`config.mk`:
```
export PLATFORM = sky130hd
export DESIGN_NAME = stun_mapped_address_parser_flat
export DESIGN_NICKNAME = d
export VERILOG_FILES = /design/src/design/smap_pkg.sv /design/src/design/smap_if.sv /design/src/design/smap_parse.sv /design/src/design/stun_mapped_address_parser.sv /design/src/flat_wrapper.sv
export SDC_FILE = /design/constraint.sdc
export NUM_CORES = 1
export LEC_CHECK = 0
export BUFFER_PORTS_ARGS = -buffer_cell sky130_fd_sc_hd__buf_2
export CAP_MARGIN = 10
export CORE_UTILIZATION = 55
export DETAILED_ROUTE_END_ITERATION = 6
export PLACE_DENSITY = 0.76
export SYNTH_ARGS = -nofsm -noshare
export SYNTH_HDL_FRONTEND = slang
export SYNTH_SLANG_ARGS = --single-unit
```
`constraint.sdc`:
```
create_clock -name clock -period 3.1 [get_ports clock]
set_input_delay 0.31 -clock clock [delete_from_list [all_inputs] [get_ports clock]]
set_output_delay 0.31 -clock clock [all_outputs]
set_load 0.05 [all_outputs]
```
`src/design/smap_pkg.sv`:
```
// Shared constants, status codes and result type for the STUN mapped-address parser.
// No dependencies; compiled first.
`timescale 1ns / 1ps
`default_nettype none

package smap_pkg;

   // STUN header and attribute codes
   localparam int unsigned HDR_LEN = 20;
   localparam logic [15:0] TYPE_BINDING_OK = 16'h0101;
   localparam logic [15:0] ATTR_MAPPED = 16'h0001;
   localparam logic [15:0] ATTR_XOR_MAPPED = 16'h0020;
   localparam logic [15:0] XOR_PORT = 16'h2112;
   localparam logic [31:0] XOR_IP = 32'h2112a442;

   // Result status codes
   typedef enum logic [1:0] {
      STATUS_OK       = 2'd0,
      STATUS_SHORT    = 2'd1,
      STATUS_BAD_TYPE = 2'd2,
      STATUS_NO_ADDR  = 2'd3
   } status_type;

   // One result word
   typedef struct packed {
      status_type  status;
      logic [31:0] mapped_ip;
      logic [15:0] mapped_port;
      logic        xor_form;
   } result_type;

endpackage

`default_nettype wire

```
`src/design/smap_if.sv`:
```
// Valid/ready channel interfaces for the request byte stream and the result words.
// Depends on smap_pkg, which the result interface imports.
`timescale 1ns / 1ps
`default_nettype none

interface smap_req_if;
   logic       valid;
   logic       ready;
   logic [7:0] data_byte;
   logic       last_byte;

   modport source (output valid, output data_byte, output last_byte, input ready);
   modport sink (input valid, input data_byte, input last_byte, output ready);
endinterface

interface smap_rsp_if;
   import smap_pkg::*;
   logic        valid;
   logic        ready;
   logic [1:0]  status;
   logic [31:0] mapped_ip;
   logic [15:0] mapped_port;
   logic        xor_form;

   modport source (output valid, output status, output mapped_ip, output mapped_port,
                   output xor_form, input ready);
   modport sink (input valid, input status, input mapped_ip, input mapped_port,
                 input xor_form, output ready);
endinterface

`default_nettype wire

```
`src/design/smap_parse.sv`:
```
// Per-byte STUN header and attribute walk; holds the parse state and forms the result.
// Depends on smap_pkg.
`timescale 1ns / 1ps
`default_nettype none

module smap_parse (
   input  wire logic               clock,
   input  wire logic               reset,
   input  wire logic               word_valid,
   input  wire logic [7:0]         data_byte,
   input  wire logic               last_byte,
   output smap_pkg::result_type    result
);
   import smap_pkg::*;

   typedef enum logic [2:0] {
      PH_HEADER,
      PH_TYPE_HI,
      PH_TYPE_LO,
      PH_LEN_HI,
      PH_LEN_LO,
      PH_SKIP,
      PH_ADDR,
      PH_IDLE
   } phase_type;

   localparam logic [15:0] HdrLen16 = 16'(HDR_LEN);
   localparam logic [15:0] HdrLast16 = 16'(HDR_LEN - 1);

   logic [15:0] pos_ff, pos_in;
   logic [15:0] msg_type_ff, msg_type_in;
   logic [15:0] msg_len_ff, msg_len_in;
   logic [15:0] attr_type_ff, attr_type_in;
   logic [16:0] attr_rem_ff, attr_rem_in;
   phase_type   phase_ff, phase_in;
   logic [15:0] port_ff, port_in;
   logic [31:0] ip_ff, ip_in;
   logic        done_ff, done_in;

   logic [15:0] attr_len;
   logic [16:0] padded_len;
   logic [2:0]  addr_idx;
   logic        is_addr_type;

   assign attr_len = {attr_rem_ff[15:8], data_byte};
   assign padded_len = ({1'b0, attr_len} + 17'd3) & 17'h1FFFC;
   assign addr_idx = 3'(4'd8 - attr_rem_ff[3:0]);
   assign is_addr_type = (attr_type_ff == ATTR_MAPPED) || (attr_type_ff == ATTR_XOR_MAPPED);

   // Advance the parse state by one byte
   always_comb begin
      pos_in = (pos_ff == 16'hFFFF) ? pos_ff : pos_ff + 16'd1;
      msg_type_in = msg_type_ff;
      msg_len_in = msg_len_ff;
      attr_type_in = attr_type_ff;
      attr_rem_in = attr_rem_ff;
      phase_in = phase_ff;
      port_in = port_ff;
      ip_in = ip_ff;
      done_in = done_ff;
      unique case (phase_ff)
         PH_HEADER: begin
            if (pos_ff == 16'd0) begin
               msg_type_in = {data_byte, 8'h00};
            end else if (pos_ff == 16'd1) begin
               msg_type_in = {msg_type_ff[15:8], data_byte};
            end else if (pos_ff == 16'd2) begin
               msg_len_in = {data_byte, 8'h00};
            end else if (pos_ff == 16'd3) begin
               msg_len_in = {msg_len_ff[15:8], data_byte};
            end
            if (pos_ff == HdrLast16) begin
               phase_in = (msg_type_ff == TYPE_BINDING_OK) ? PH_TYPE_HI : PH_IDLE;
            end
         end
         PH_TYPE_HI: begin
            // stop once the attribute region is used up
            if ((pos_ff - HdrLen16) >= msg_len_ff) begin
               phase_in = PH_IDLE;
            end else begin
               attr_type_in = {data_byte, 8'h00};
               phase_in = PH_TYPE_LO;
            end
         end
         PH_TYPE_LO: begin
            attr_type_in = {attr_type_ff[15:8], data_byte};
            phase_in = PH_LEN_HI;
         end
         PH_LEN_HI: begin
            attr_rem_in = {1'b0, data_byte, 8'h00};
            phase_in = PH_LEN_LO;
         end
         PH_LEN_LO: begin
            // address attributes always read eight value bytes; others skip padded length
            if (is_addr_type) begin
               attr_rem_in = 17'd8;
               phase_in = PH_ADDR;
            end else begin
               attr_rem_in = padded_len;
               phase_in = (padded_len == 17'd0) ? PH_TYPE_HI : PH_SKIP;
            end
         end
         PH_SKIP: begin
            attr_rem_in = attr_rem_ff - 17'd1;
            if (attr_rem_ff == 17'd1) begin
               phase_in = PH_TYPE_HI;
            end
         end
         PH_ADDR: begin
            if (addr_idx == 3'd2 || addr_idx == 3'd3) begin
               port_in = {port_ff[7:0], data_byte};
            end else if (addr_idx >= 3'd4) begin
               ip_in = {ip_ff[23:0], data_byte};
            end
            attr_rem_in = attr_rem_ff - 17'd1;
            // final value byte: undo the XOR and close the walk
            if (attr_rem_ff == 17'd1) begin
               if (attr_type_ff == ATTR_XOR_MAPPED) begin
                  port_in = port_in ^ XOR_PORT;
                  ip_in = ip_in ^ XOR_IP;
               end
               done_in = 1'b1;
               phase_in = PH_IDLE;
            end
         end
         PH_IDLE: begin
         end
      endcase
   end

   // Form the result from the state after this byte
   always_comb begin
      result.mapped_ip = 32'd0;
      result.mapped_port = 16'd0;
      result.xor_form = 1'b0;
      if (pos_in < HdrLen16) begin
         result.status = STATUS_SHORT;
      end else if (msg_type_in != TYPE_BINDING_OK) begin
         result.status = STATUS_BAD_TYPE;
      end else if (!done_in || ip_in == 32'd0 || port_in == 16'd0) begin
         result.status = STATUS_NO_ADDR;
      end else begin
         result.status = STATUS_OK;
         result.mapped_ip = ip_in;
         result.mapped_port = port_in;
         result.xor_form = (attr_type_in == ATTR_XOR_MAPPED);
      end
   end

   // Hold parse state; clear it after the last byte of a datagram
   always_ff @(posedge clock) begin
      if (reset || (word_valid && last_byte)) begin
         pos_ff <= 16'd0;
         msg_type_ff <= 16'd0;
         msg_len_ff <= 16'd0;
         attr_type_ff <= 16'd0;
         attr_rem_ff <= 17'd0;
         phase_ff <= PH_HEADER;
         port_ff <= 16'd0;
         ip_ff <= 32'd0;
         done_ff <= 1'b0;
      end else if (word_valid) begin
         pos_ff <= pos_in;
         msg_type_ff <= msg_type_in;
         msg_len_ff <= msg_len_in;
         attr_type_ff <= attr_type_in;
         attr_rem_ff <= attr_rem_in;
         phase_ff <= phase_in;
         port_ff <= port_in;
         ip_ff <= ip_in;
         done_ff <= done_in;
      end
   end

endmodule

`default_nettype wire

```
`src/design/stun_mapped_address_parser.sv`:
```
// STUN binding-response mapped-address parser: one UDP payload byte per word in, one
// result word per datagram out, issued for the word that carries the last-byte marker.
// The block takes one byte every cycle while no last byte is held back; a byte moves from
// the request register through the parse logic, and the result for a datagram is loaded
// into the result register as its last byte leaves the request register, and is offered
// on the response channel from then on. Only a result word left waiting on the response
// channel holds back the next last byte; other bytes keep flowing. The state is plain
// registers, so no warm-up is needed after reset.
// Depends on smap_pkg, smap_if and smap_parse.
`timescale 1ns / 1ps
`default_nettype none

module stun_mapped_address_parser (
   input wire logic   clock,
   input wire logic   reset,
   smap_req_if.sink   req_ch,
   smap_rsp_if.source rsp_ch
);
   import smap_pkg::*;

   logic       in_valid_ff;
   logic [7:0] in_byte_ff;
   logic       in_last_ff;
   logic       take;

   logic       rsp_valid_ff;
   result_type rsp_ff;
   result_type parse_result;

   // a byte leaves the input register unless it closes a datagram and the result is stuck
   assign take = in_valid_ff && (!in_last_ff || !rsp_valid_ff || rsp_ch.ready);
   assign req_ch.ready = !in_valid_ff || take;

   // Hold the incoming word
   always_ff @(posedge clock) begin
      if (reset) begin
         in_valid_ff <= 1'b0;
      end else if (req_ch.ready) begin
         in_valid_ff <= req_ch.valid;
      end
      if (req_ch.ready && req_ch.valid) begin
         in_byte_ff <= req_ch.data_byte;
         in_last_ff <= req_ch.last_byte;
      end
   end

   smap_parse u_parse (
      .clock      (clock),
      .reset      (reset),
      .word_valid (take),
      .data_byte  (in_byte_ff),
      .last_byte  (in_last_ff),
      .result     (parse_result)
   );

   // Register the result word; drop it once taken
   always_ff @(posedge clock) begin
      if (reset) begin
         rsp_valid_ff <= 1'b0;
      end else if (take && in_last_ff) begin
         rsp_valid_ff <= 1'b1;
      end else if (rsp_ch.ready) begin
         rsp_valid_ff <= 1'b0;
      end
      if (take && in_last_ff) begin
         rsp_ff <= parse_result;
      end
   end

   assign rsp_ch.valid = rsp_valid_ff;
   assign rsp_ch.status = rsp_ff.status;
   assign rsp_ch.mapped_ip = rsp_ff.mapped_ip;
   assign rsp_ch.mapped_port = rsp_ff.mapped_port;
   assign rsp_ch.xor_form = rsp_ff.xor_form;

`ifndef SYNTHESIS
   // a failed parse carries an all-zero payload
   a_zero_unless_ok: assert property (@(posedge clock) disable iff (reset)
      rsp_valid_ff && rsp_ff.status != STATUS_OK |->
         rsp_ff.mapped_ip == 32'd0 && rsp_ff.mapped_port == 16'd0 && !rsp_ff.xor_form)
      else $error("non-ok result carries a payload");

   // an ok result never reports a zero address or port
   a_ok_nonzero: assert property (@(posedge clock) disable iff (reset)
      rsp_valid_ff && rsp_ff.status == STATUS_OK |->
         rsp_ff.mapped_ip != 32'd0 && rsp_ff.mapped_port != 16'd0)
      else $error("ok result with zero address or port");

   // a held input word is not lost
   a_input_held: assert property (@(posedge clock) disable iff (reset)
      in_valid_ff && !take |=> in_valid_ff && $stable(in_byte_ff) && $stable(in_last_ff))
      else $error("input word dropped while stalled");

   // a new result only follows a last byte
   a_result_from_last: assert property (@(posedge clock) disable iff (reset)
      $rose(rsp_valid_ff) |-> $past(take && in_last_ff))
      else $error("result issued without a last byte");
`endif

endmodule

`default_nettype wire

```
`src/flat_wrapper.sv`:
```
// flat-port wrapper written by rule: the top's interface ports become plain ports
module stun_mapped_address_parser_flat import smap_pkg::*;
  (clock, reset, req_ch_valid, req_ch_data_byte, req_ch_last_byte, req_ch_ready, rsp_ch_valid, rsp_ch_status, rsp_ch_mapped_ip, rsp_ch_mapped_port, rsp_ch_xor_form, rsp_ch_ready);
  smap_req_if req_ch_i ();
  smap_rsp_if rsp_ch_i ();
  input wire logic clock;
  input wire logic reset;
  input wire logic [$bits(req_ch_i.valid)-1:0] req_ch_valid;
  input wire logic [$bits(req_ch_i.data_byte)-1:0] req_ch_data_byte;
  input wire logic [$bits(req_ch_i.last_byte)-1:0] req_ch_last_byte;
  output wire logic [$bits(req_ch_i.ready)-1:0] req_ch_ready;
  output wire logic [$bits(rsp_ch_i.valid)-1:0] rsp_ch_valid;
  output wire logic [$bits(rsp_ch_i.status)-1:0] rsp_ch_status;
  output wire logic [$bits(rsp_ch_i.mapped_ip)-1:0] rsp_ch_mapped_ip;
  output wire logic [$bits(rsp_ch_i.mapped_port)-1:0] rsp_ch_mapped_port;
  output wire logic [$bits(rsp_ch_i.xor_form)-1:0] rsp_ch_xor_form;
  input wire logic [$bits(rsp_ch_i.ready)-1:0] rsp_ch_ready;
  assign req_ch_i.valid = req_ch_valid;
  assign req_ch_i.data_byte = req_ch_data_byte;
  assign req_ch_i.last_byte = req_ch_last_byte;
  assign req_ch_ready = req_ch_i.ready;
  assign rsp_ch_valid = rsp_ch_i.valid;
  assign rsp_ch_status = rsp_ch_i.status;
  assign rsp_ch_mapped_ip = rsp_ch_i.mapped_ip;
  assign rsp_ch_mapped_port = rsp_ch_i.mapped_port;
  assign rsp_ch_xor_form = rsp_ch_i.xor_form;
  assign rsp_ch_i.ready = rsp_ch_ready;
  stun_mapped_address_parser u_core (.clock(clock), .reset(reset), .req_ch(req_ch_i), .rsp_ch(rsp_ch_i));
endmodule
```
* Yosys cells after proc, flatten, opt, wreduce, memory -nomap -nowiden
Cells that the tools add are included. Widths: inputs -> output; s select.
Storage, ports and cells: word-level logic and storage cells 117, input bits 13, output and inout port bits 53, flip-flop bits (word level) 195
Operators by class: bitwise gates (word level) 4, add/subtract/negate cells 5, muxes and demuxes 35, eq/ne operators 22, reduce and logical (&&, ||, !) cells 30, magnitude comparators 3
Operator list (number):
- $mux 16 | 8
- $mux 32 | 4
- $mux 30 | 2
- $pmux 17 s3 | 1
- $eq 16x1->1 const B | 2
- $eq 16x2->1 const B | 2
- $eq 16x6->1 const B | 2
- $logic_not 16->1 | 2
- $logic_not 32->1 | 1
- $pmux 16 s2 | 1
- $mux 14 | 2
- $mux 3 | 7
- $pmux 3 s7 | 1
- $add 16x2->17 const B | 1
- $eq 17x1->1 const B | 1
- $logic_not 17->1 | 1
- $mux 17 | 1
- $sub 17x1->17 const B | 1
- $add 16x1->16 const B | 1
- $eq 16x16->1 const B | 1
- $eq 16x5->1 const B | 1
- $eq 16x9->1 const B | 1
- $ge 16x16->1 | 1
- $lt 16x5->1 const B | 1
- other kinds (25) | 53

* Logic depth before layout (Yosys ltp)
Gate-level depths: netlist of run 1.
depth in word-level cells 14, depth in mapped cells 15

* Cells and area by module
From an unflattened synthesis of run 1, not the netlist that was laid out.
Unflattened totals: cells, all modules 1266, area total of the unflattened synthesis 10659.0 sq um
Modules (own cells, without submodules):
- smap_parse | area an instance 8753.4 sq um, times used 1, seq. area each 2662.6 sq um, cells an instance 1194
- stun_mapped_address_parser | area an instance 1905.6 sq um, times used 1, seq. area each 1841.8 sq um, cells an instance 72

* Least setup slack after synthesis of run 1
No wires, ideal clock.
path kind register to register, start register u_core.rsp_valid_ff, in the netlist u_core.rsp_ch.valid, end register u_core.u_parse.attr_rem_ff[0], path buffers 2, stages on the path, launching flop included 8, data required time 2.972 ns, arrival 3.270 ns, slack -0.298 ns, path through dfxtp_1 > nor2b_1 > a21boi_1 > and2_1 > or2_2 > clkbuf_1 > buf_1 > nor2_1
On the way: word-level cells in the longest chain between the ends 6, elaborated cells on any way between the ends 7, those cells by class reduce/logical: 7
RTL lines:
- start, declared | line stun_mapped_address_parser.sv:26 | logic rsp_valid_ff;
- start signal, assigned | line stun_mapped_address_parser.sv:59 | rsp_valid_ff <= 1'b0;
- start signal, assigned | line stun_mapped_address_parser.sv:61 | rsp_valid_ff <= 1'b1;
- start signal, assigned | line stun_mapped_address_parser.sv:63 | rsp_valid_ff <= 1'b0;
- $logic_not 1->1 (*) | line stun_mapped_address_parser.sv:31 | assign take = in_valid_ff && (!in_last_ff || !rsp_valid_ff || rsp_ch.ready);
- $logic_or 1x1->1 (*) (2 in a row) | line stun_mapped_address_parser.sv:31
- $logic_and 1x1->1 (*) | line stun_mapped_address_parser.sv:31
- $logic_and 1x1->1 | line smap_parse.sv:152 | if (reset || (word_valid && last_byte)) begin
- $logic_or 1x1->1 | line smap_parse.sv:152
- end signal, assigned | line smap_parse.sv:167 | attr_rem_ff <= attr_rem_in;
- end, declared | line smap_parse.sv:34 | logic [16:0] attr_rem_ff, attr_rem_in;
Every way passes the cells marked *; elsewhere a longest branch is shown, timed or not. A chain may end at the register's enable or synchronous reset.

* Worst setup path in the final report of run 1
start register u_core.u_parse.attr_rem_ff[5], end register u_core.rsp_ff, in the netlist u_core.rsp_ch.mapped_ip[16] (data pin)
On the way: word-level cells in the longest chain between the ends 7, elaborated cells on any way between the ends 13, those cells by class eq/ne: 1; mux: 6; reduce/logical: 6
RTL lines:
- $eq 17x1->1 (*) | line smap_parse.sv:117 | if (attr_rem_ff == 17'd1) begin
- $mux 30 or $mux 1 (tied branches) | line smap_parse.sv:117
- $mux 32 or $mux 1 (tied branches) | line smap_parse.sv:61 | unique case (phase_ff)
- $logic_not 32->1 or $logic_not 1->1 (tied branches) | line smap_parse.sv:140 | end else if (!done_in || ip_in == 32'd0 || port_in == 16'd0) begin
- $logic_or 1x1->1 (2 in a row) | line smap_parse.sv:140
- $reduce_or 3->1 (no source line)
- end signal, assigned | line stun_mapped_address_parser.sv:66 | rsp_ff <= parse_result;
- end, declared | line stun_mapped_address_parser.sv:27 | result_type rsp_ff;
Marks and branches as above.

==> results of run 1 <==
-- metrics by stage --
stage / hold WS (ns) / instance area [µm²]
2_1_floorplan: 0.379 / 10700
3_5_place_dp: 0.446 / 11800
3_3_place_gp: 0.438 / 11800
6_report: 0.0338 / 13000
5_1_grt: 0.0245 / 13000
4_1_cts: 0.0270 / 12800
-- final timing paths --
| check | start | to | slack [ns] | cells past startpoint |
|---|---|---|---|---|
| setup reg to reg | u_core.u_parse.attr_rem_ff[5] | u_core.rsp_ch.mapped_ip[16] | -0.13 | 12 |
| hold / removal | req_ch_data_byte[3] | u_core.in_byte_ff[3] | 0.03 | 1 |
| hold reg to reg | u_core.u_parse.msg_len_ff[12] | u_core.u_parse.msg_len_ff[12] | 0.46 | 2 |
| setup / recovery | u_core.u_parse.attr_rem_ff[5] | u_core.rsp_ch.mapped_ip[16] | -0.13 | 12 |
-- kinds of logic (layout without fill, tap and decap cells) --
logic type / Yosys count / after routing / share of synthesized area, %
and+or+nand+nor: 541 / 541 / 23.1
AOI/OAI and AO/OA: 339 / 339 / 20.8
DFF: 195 / 195 / 42.3
buffers and inverters: 135 / 267 / 5.10
xor gates and xnor gates: 41 / 41 / 3.37
adders and majority gates: 27 / 27 / 3.17
muxes: 22 / 22 / 2.13
-- area by class of cell --
type | count | area [µm²]
Multi-Input combinational cell | 970 | 5900
Fill cell | 1450 | 5810
Sequential cell | 195 | 4510
Timing Repair Buffer | 206 | 1570
Clock buffer | 17 | 425
Tap cell | 260 | 325
Clock inverter | 15 | 180
Inverter | 29 | 109
-- cell usage in the layout, fill, tap and decap left out, drive strengths merged, types with 5 or more instances in the layout --
master,Yosys,layout
a31oi,12,12
nor4,27,27
nor2,149,149
a211oi,11,11
a2111oi,5,5
a21oi,158,158
nor3,30,30
a22oi,33,33
o22ai,8,8
nand4,15,15
xnor2,19,19
ha,27,27
and2,9,9
buf,19,204
o2111ai,5,5
edfxtp,60,60
clkinv,0,6
o31ai,6,6
o21ai,42,42
nand2,222,222
mux2i,20,20
a21o,9,9
inv,29,37
xor2,22,22
and4,5,5
and3,13,13
o221ai,7,7
nand3,35,35
clkbuf,87,19
o211ai,8,8
nor2b,5,5
dfxtp,135,135
-- repair_timing --
item / CTS / global route
hold endpoints to repair: 0 / 0
setup buffers: 14 / 8
pin swaps: 17 / 24
endpoints found under the setup margin: 64 / 68
cloned: 2 / 2
resized for setup: 35 / 29
-- flip-flops by register name (all words and copies together) (netlist names), 2 cells and up --
register	flops
u_core.rsp_ch.status	2
u_core.u_parse.ip_ff	32
u_core.u_parse.msg_len_ff	16
u_core.u_parse.port_ff	16
u_core.rsp_ch.mapped_port	16
u_core.u_parse.msg_type_ff	16
u_core.u_parse.attr_rem_ff	17
u_core.u_parse.pos_ff	16
u_core.in_byte_ff	8
u_core.rsp_ch.mapped_ip	32
u_core.u_parse.phase_ff	3
u_core.u_parse.attr_type_ff	16
-- worst max-delay path: stages (launching register included) --
cell,delay (ns)
dfxtp_2,0.32
or4_4,0.54
nand4b_4,0.20
or3_4,0.41
buf_12,0.14
mux2i_2,0.16
a2111oi_4,0.30
o2111ai_2,0.20
o2111ai_4,0.26
buf_6,0.14
buf_6,0.12
clkbuf_16,0.15
a21oi_1,0.04
-- layer usage --
metal | GRT usage (%) | wire length, µm | up-vias | part of all wire [%]
li1 | - | - | 4885 | -
met1 | 40.4 | 12700 | 4834 | 43
met2 | 49.5 | 14000 | 503 | 47
met3 | 3.70 | 2220 | 81 | 7.4
met4 | 11.5 | 917 | 0 | 3.1
met5 | 0 | 0 | - | 0
-- power by group --
part | total [W] | internal (W) | switching, W
logic | 0.000245 | 0.0000627 | 0.000182
clock network | 0.00224 | 0.00110 | 0.00114
registers | 0.00265 | 0.00264 | 0.0000140
==> results.yml, run 1 <==
critical_path:
  cp.required_ns: 3.31
  critPathCaptureType: "register"
  critPathMaxFanout: 7
  cp.arrival_ns: 3.43
  crit_path_start_kind: "register"
  path_class: "reg2reg"
floorplanning:
  dieArea_um2: 19900
  core_area_um2: 18800
  start_util_pct: 56.5
  die_h_um: 141
  die-width_um: 141
  io_pins: 66
  row_count: 50
timing:
  drv_slew: 0
  fin_ws_ns: -0.127
  worst_pin_slew_ns: 1.18
  period_minus_slack_ns: 3.23
  grt_setup_unrepaired: "yes"
  period_share_pct: 104
  relSlewSlack_pct: 20.8
  hold_viol_final: 0
  setup_viol: 48
  fin_tns_setup_ns: -4.05
  finalClockSkew_ns: 0.00941
  fmax_ghz: 0.310
synth:
  async_flop_share_pct: 0
  ys_ff_latch: 195
  netlist_instances: 1300
  ys.flop_type: "dfxtp_1"
  synth_edf_count: 60
  seq_area_frac_synth_pct: 42.3
  avgSynthCellArea_um2: 8.19
  synthesis.area_um2: 10600
  synth_top_cell_by_area: "dfxtp_1"
  synth.top_cell.area_share_pct: 25.4
  synth.cells.most_frequent: "222 x nand2_1, 149 x nor2_1, 137 x a21oi_1"
  syn-num-nets: 1340
  ys_warn_count: 0
  synth_cell_type_count: 78
  yosys.cell_count.top_type: "nand2_1"
  synth.area.top_cells: "dfxtp_1 25%, edfxtp_1 17%, nand2_1 7.8%, a21oi_1 6.4%, nor2_1 5.3%"
clocking:
  cts_hold_buf: 0
  cts.sinks: 195
  clk_pin_slew_worst_paths_ns: 0.08
  cts.htree.levels: 4
  cts_tree: "yes"
  cts-root-buf: "clkbuf_16"
  cts_made_buffers: 17
  clk_path_buf_depth: 2
  clock_latency_ns: 0.45
flow_run:
  max_cap_viol_count: 0
power_and_ir_drop:
  ir_worst_vdd_v: 0.000419
  finalPower_w: 0.00514
  p_per_area_nw_per_um2: 395
  p_leak_nw: 4.76
outcome:
  outcome: "complete, but fails checks"
  violations: "setup timing"
grt:
  grt_max_degree: 86
  grt_first_pass_wirelength_um: 47700
  grt_overflow: 0
  grt_pass1_vias: 9352
  antenna_found_initial: 0
  grt_usage_pct: 30.1
detailed_routing:
  wl_per_cell_um: 17.6
  ant_nets: 0
  num_vias: 10300
  drt_iter0_markers: 1212
  drt-total-wl_um: 29900
  viasPerCell: 6.09
  drc: 0
  dr.pass1.iters: 6
place:
  place_ws_ns: -0.143
  gp_congestion: 0.958
  numPortBuffers: 65
  hpwlAfterDp_um: 19300
  dpl.cell_count: 1634
layout:
  antenna_cells: 0
  post-route-util_pct: 69.1
  syn_to_final_growth_pct: 22.3
  nets: 1459
  drive_gt1_share_pct: 22.3
  fin_cells: 1692
min_path:
  hold_path.class: "in2reg"
(Power assumes the default switching activity.)
==> run 2, diff against run 1 <==
--- a/config.mk
+++ b/config.mk
@@ -13,3 +13,4 @@
 export SYNTH_ARGS = -nofsm -noshare
 export SYNTH_HDL_FRONTEND = slang
 export SYNTH_SLANG_ARGS = --single-unit
+export TNS_END_PERCENT = 1
==> run 2 against run 1 <==
  * The run still ends with setup timing left
  * Clock skew up 0.0034 ns
  * Utilization down 0.77 points
  * Sequential power about the same
  * Critical path depth up 1
  * Fmax down 2.3%
  * Hold slack better by 0.0048 ns
  * Register-to-register slack worse by 0.08 ns
  * Global-route usage down 0.80 points
  * First-iteration DRC count down 16%
  * Non-clock buffer count down 2
  * Cell count about the same
  * Combinational power down 2%
  * Critical path type unchanged
==> results.yml, run 2 (synthesized netlist as in run 1, its figures left out) <==
outcome:
  outcome: "complete, but fails checks"
  violations: "setup timing"
layout:
  final_cell_mix: "221 x nand2_1, 149 x nor2_1, 133 x a21oi_1"
  syn_to_final_growth_pct: 20.9
  fin_cells: 1691
  antenna_cells: 0
  drive_gt1_share_pct: 21.9
  final_cell_area_um2: 12900
  final_common_cell: "nand2_1"
  nets: 1458
  post-route-util_pct: 68.4
floorplanning:
  core_area_um2: 18800
  row_count: 50
  die-width_um: 141
  start_util_pct: 56.5
  io_pins: 66
  die_h_um: 141
  dieArea_um2: 19900
clocking:
  cts-root-buf: "clkbuf_16"
  cts_made_buffers: 17
  cts_tree: "yes"
  clk_pin_slew_worst_paths_ns: 0.08
  cts.sinks: 195
  cts.htree.levels: 4
  clk_path_buf_depth: 2
  clock_latency_ns: 0.44
grt:
  grt_first_pass_wirelength_um: 46200
  grt_max_degree: 95
  grt_usage_pct: 29.3
  antenna_found_initial: 0
  grt_pass1_vias: 9049
  grt_overflow: 0
timing:
  setup_viol: 61
  period_minus_slack_ns: 3.30
  finalClockSkew_ns: 0.0128
  relSlewSlack_pct: 25.4
  drv_slew: 0
  fmax_ghz: 0.303
  hold_viol_final: 0
  fin_ws_ns: -0.203
  fin_tns_setup_ns: -3.81
  grt_setup_unrepaired: "yes"
  period_share_pct: 107
  worst_pin_slew_ns: 1.12
detailed_routing:
  dr.pass1.iters: 7
  ant_nets: 0
  drt_iter0_markers: 1018
  wl_per_cell_um: 17.2
  drc: 0
  drt-total-wl_um: 29100
  num_vias: 10300
  viasPerCell: 6.08
critical_path:
  cp_slowest_cell: "nor4bb_1"
  path_delay_family: "simple AND/OR/NAND/NOR gates"
  crit_buf_inv: 2
  critPathCaptureType: "register"
  critPathMaxFanout: 5
  slowest_delay_ns: 0.39
  path_class: "reg2reg"
  crit_chain: "nor3_4 > buf_4 > nor2b_4 > nand2_1 > buf_4 > xnor2_2 > ha_2 > nand4_1 > nor4bb_1 > o31ai_1 > nand4_1 > nand3_1 > a2111oi_4"
  cp.arrival_ns: 3.56
  crit_path_start_kind: "register"
  cp.required_ns: 3.36
place:
  placed_area_um2: 11800
  numPortBuffers: 65
  gp_congestion: 0.934
  dpl.cell_count: 1640
  hpwlAfterDp_um: 19400
power_and_ir_drop:
  ir_worst_vdd_v: 0.000426
  p_per_area_nw_per_um2: 399
  p_leak_nw: 4.71
min_path:
  hold_path.class: "in2reg"
flow_run:
  max_cap_viol_count: 0
[run 2: cell count changes in the layout (fill, tap and decap cells not counted), moves of 4 or more]
cell / change
buf_6: -4
nor4_2: -4
nor4_1: +4
buf_4: +5
[run 2: final timing paths]
path	start	to	slack [ns]	cells past startpoint
worst max-delay path	u_core.u_parse.pos_ff[7]	u_core.rsp_ch.xor_form	-0.20	13
worst min-delay path	req_ch_data_byte[4]	u_core.in_byte_ff[4]	0.04	1
worst max register to register	u_core.u_parse.pos_ff[7]	u_core.rsp_ch.xor_form	-0.20	13
worst min register to register	u_core.u_parse.msg_len_ff[11]	u_core.u_parse.msg_len_ff[11]	0.46	2
[run 2: metrics by stage]
step	setup slack, ns	power [W]	hold slack, ns
after global placement	-0.0737	0.00295	0.440
after floorplan	-0.246	0.00286	0.379
after detailed placement	-0.123	0.00295	0.449
after global routing	-0.332	0.00529	0.0221
final	-0.203	0.00514	0.0386
after CTS	-0.0679	0.00515	0.0290
[run 2: cell type report]
class | instances | area (µm²)
clock buffer | 17 | 425
fill | 1477 | 5960
tap | 260 | 325
sequential | 195 | 4510
clock inverter | 15 | 183
inverter | 29 | 109
timing repair buffer | 204 | 1470
multi-input combinational | 971 | 5850
[run 2: routing by layer]
metal	part of all wire, %	track usage (%)
met5	0	0
met4	2.7	10.5
met3	8.5	5.26
met2	46	45.5
met1	43	40.8
[run 2: repair_timing]
action / 4_1_cts / 5_1_grt
hold buffers: 0 / 0
gates cloned: 3 / 0
pin swaps: 9 / 16
buffers inserted: 8 / 7
gates resized for setup: 25 / 28
setup endpoints to repair: 65 / 68
[run 2: where the power goes]
part	internal [W]	switching [W]	total [W]
logic	0.0000616	0.000179	0.000240
clock network	0.00110	0.00114	0.00224
registers	0.00264	0.0000158	0.00266
total	0.00380	0.00133	0.00514
==> run 3, diff against run 2 <==
--- a/config.mk
+++ b/config.mk
@@ -7,10 +7,12 @@
 export LEC_CHECK = 0
 export BUFFER_PORTS_ARGS = -buffer_cell sky130_fd_sc_hd__buf_2
 export CAP_MARGIN = 10
+export CORE_ASPECT_RATIO = 0.6
 export CORE_UTILIZATION = 55
 export DETAILED_ROUTE_END_ITERATION = 6
 export PLACE_DENSITY = 0.76
 export SYNTH_ARGS = -nofsm -noshare
 export SYNTH_HDL_FRONTEND = slang
+export SYNTH_HIERARCHICAL = 1
 export SYNTH_SLANG_ARGS = --single-unit
 export TNS_END_PERCENT = 1
==> run 3 against run 2 <==
  * The flow still finishes with violations (setup timing)
  * Synthesized area grew 0.13%
  * Die area grew 0.22%
  * Hold slack lost 0.011 ns
  * Cell count shrank 1.3%
  * Sequential share of layout area shrank 0.52 points
  * Routed wire length grew 10%
  * Global-route usage grew 2.3 points
  * Critical path depth is the same
  * Register-to-register slack gained 0.04 ns
  * Clock power grew 2%
  * Power grew 1.3%
  * Sequential cell count is the same
  * Critical path type unchanged
==> results.yml, run 3 <==
outcome:
  outcome: "complete, but fails checks"
  violations: "setup timing"
synth:
  seq_area_frac_synth_pct: 42.3
  ys.flop_type: "dfxtp_1"
  synth.top_cell.area_share_pct: 25.4
  ys_ff_latch: 195
  synth_edf_count: 60
  async_flop_share_pct: 0
  synth_compound_area_share_pct: 17.7
  syn-num-nets: 1306
  ys_warn_count: 6
  synth_cell_type_count: 80
  synth.cells.most_frequent: "217 x nand2_1, 135 x dfxtp_1, 118 x a21oi_1"
  synth-xor-area-share_pct: 3.45
  synth.area.top_cells: "dfxtp_1 25%, edfxtp_1 17%, nand2_1 7.6%, a21oi_1 5.5%, nor2_1 4.0%"
  synthesis.area_um2: 10700
  synthAdderAreaFrac_pct: 3.26
  synthMuxAreaShare_pct: 3.23
  yosys.cell_count.top_type: "nand2_1"
  synth_top_family_by_area: "simple AND/OR/NAND/NOR gates"
  netlist_instances: 1266
  synth-simple-area-share_pct: 25.1
  synth_top_cell_by_area: "dfxtp_1"
  avgSynthCellArea_um2: 8.42
place:
  dpl.cell_count: 1629
  gp_congestion: 0.961
  place_ws_ns: -0.321
  numPortBuffers: 65
  hpwlAfterDp_um: 21700
floorplanning:
  row_count: 39
  die_h_um: 110
  dieArea_um2: 20000
  io_pins: 66
  core_area_um2: 19000
  die-width_um: 182
  start_util_pct: 56.2
critical_path:
  crit_path_start_kind: "register"
  startpoint: "u_core/u_parse/pos_ff[2]"
  critPathMaxFanout: 8
  cp.arrival_ns: 3.56
  cp.required_ns: 3.40
  critPathCaptureType: "register"
  path_class: "reg2reg"
  r2r_start: "u_core/u_parse/pos_ff[2]"
layout:
  syn_to_final_growth_pct: 22.5
  fin_cells: 1669
  antenna_cells: 0
  final_cell_mix: "216 x nand2_1, 145 x buf_4, 130 x dfxtp_1"
  drive_gt1_share_pct: 25.4
  nets: 1450
  final_common_cell: "nand2_1"
grt:
  grt_usage_pct: 31.6
  use_met1_pct: 48.3
  grt.busiest_layer: "met1"
  met3_usage_pct: 8.61
  antenna_found_initial: 0
  grt_overflow: 0
  grt_first_pass_wirelength_um: 48700
  grt_pass1_vias: 8941
  grtUsageMet2_pct: 42.7
  grt_max_degree: 52
timing:
  fmax_ghz: 0.307
  relSlewSlack_pct: 45.5
  fin_ws_ns: -0.159
  setup_viol: 64
  hold_viol_final: 0
  finalClockSkew_ns: 0.0173
  grt_setup_unrepaired: "yes"
  period_minus_slack_ns: 3.26
  drv_slew: 0
  fin_tns_setup_ns: -7.18
  worst_pin_slew_ns: 0.810
  period_share_pct: 105
clocking:
  cts_tree: "yes"
  clk_path_buf_depth: 2
  cts_hold_buf: 0
  clock_latency_ns: 0.45
  cts.htree.levels: 4
  cts.sinks: 195
  cts_made_buffers: 17
  cts-root-buf: "clkbuf_16"
  clk_pin_slew_worst_paths_ns: 0.08
detailed_routing:
  dr.pass1.iters: 6
  viasPerCell: 6.16
  num_vias: 10300
  ant_nets: 0
  wl_per_cell_um: 19.2
  drt-total-wl_um: 32100
  drt_iter0_markers: 1522
  drc: 0
power_and_ir_drop:
  finalPower_w: 0.00520
  p_per_area_nw_per_um2: 398
  ir_worst_vdd_v: 0.000412
  p_leak_nw: 4.90
min_path:
  holdCritStartpoint: "req_ch_data_byte[0]"
  hold_path.class: "in2reg"
flow_run:
  max_cap_viol_count: 0
run 3: cell count changes in the layout (fill, tap and decap cells not counted), moves of 12 or more:
cell,before,now
nor2_2,0,14
mux2i_1,17,29
nand3_1,35,48
a21oi_1,133,111
buf_4,126,145
nor2_1,149,106
run 3: worst paths after layout:
kind | endpoint | slack, ns | depth (start not counted)
min | u_core/in_byte_ff[0] | 0.03 | 1
max reg2reg | u_core/rsp_ch.mapped_port[15] | -0.16 | 13
min reg2reg | u_core/u_parse/msg_type_ff[12] | 0.46 | 2
max | u_core/rsp_ch.mapped_port[15] | -0.16 | 13
run 3: worst max-delay path, cell delays in order, from the launching register on:
cell	delay [ns]
dfxtp_2	0.35
inv_2	0.11
ha_4	0.14
nor4b_4	0.19
nand4b_1	0.26
nor3_2	0.25
inv_1	0.10
a222oi_1	0.33
nand4_1	0.17
buf_6	0.17
nor3b_4	0.16
or3b_4	0.51
buf_12	0.19
nor2_2	0.15
run 3: timing repair:
item,4_1_cts,5_1_grt
setup buffers,1,4
gates resized for setup,33,35
gates cloned,0,3
pin swaps,8,13
endpoints found under the setup margin,68,66
run 3: layout make-up:
type / instances / area, µm²
clock inverter: 14 / 171
sequential: 195 / 4510
inverter: 34 / 128
tap: 246 / 308
multi-input combinational: 942 / 5930
clock buffer: 18 / 429
timing repair buffer: 220 / 1590
fill: 1453 / 5920
run 3: cells by family after synthesis:
| logic type | Yosys count |
|---|---|
| flip-flops | 195 |
| AND/OR/NAND/NOR | 547 |
| adder cells (fa/ha/maj) | 28 |
| multiplexers | 33 |
| XOR/XNOR | 42 |
| buffers and inverters | 129 |
| AO/OA/AOI/OAI | 292 |
run 3: through the flow:
| stage | instance area [µm²] | hold slack [ns] | util, % |
|---|---|---|---|
| floorplan | 10700 | 0.379 | - |
| global placement | 12100 | 0.439 | 63.6 |
| detailed placement | 12100 | 0.443 | 63.6 |
| CTS | 12800 | 0.0208 | 67.5 |
| global route | 13100 | 0.0171 | 68.8 |
| finish | 13100 | 0.0279 | 68.8 |
run 3: per-layer routing:
metal  up-vias  routed length (µm)
met2       615               12600
met1      4830               15100
met5         -                   0
met4         0                 385
met3        42                4030
li1       4799                   -
run 3: report_power, final:
| group | total, W | switching, W | internal, W |
|---|---|---|---|
| clock network | 0.00229 | 0.00107 | 0.00122 |
| registers | 0.00266 | 0.0000151 | 0.00264 |
| logic | 0.000256 | 0.000188 | 0.0000683 |
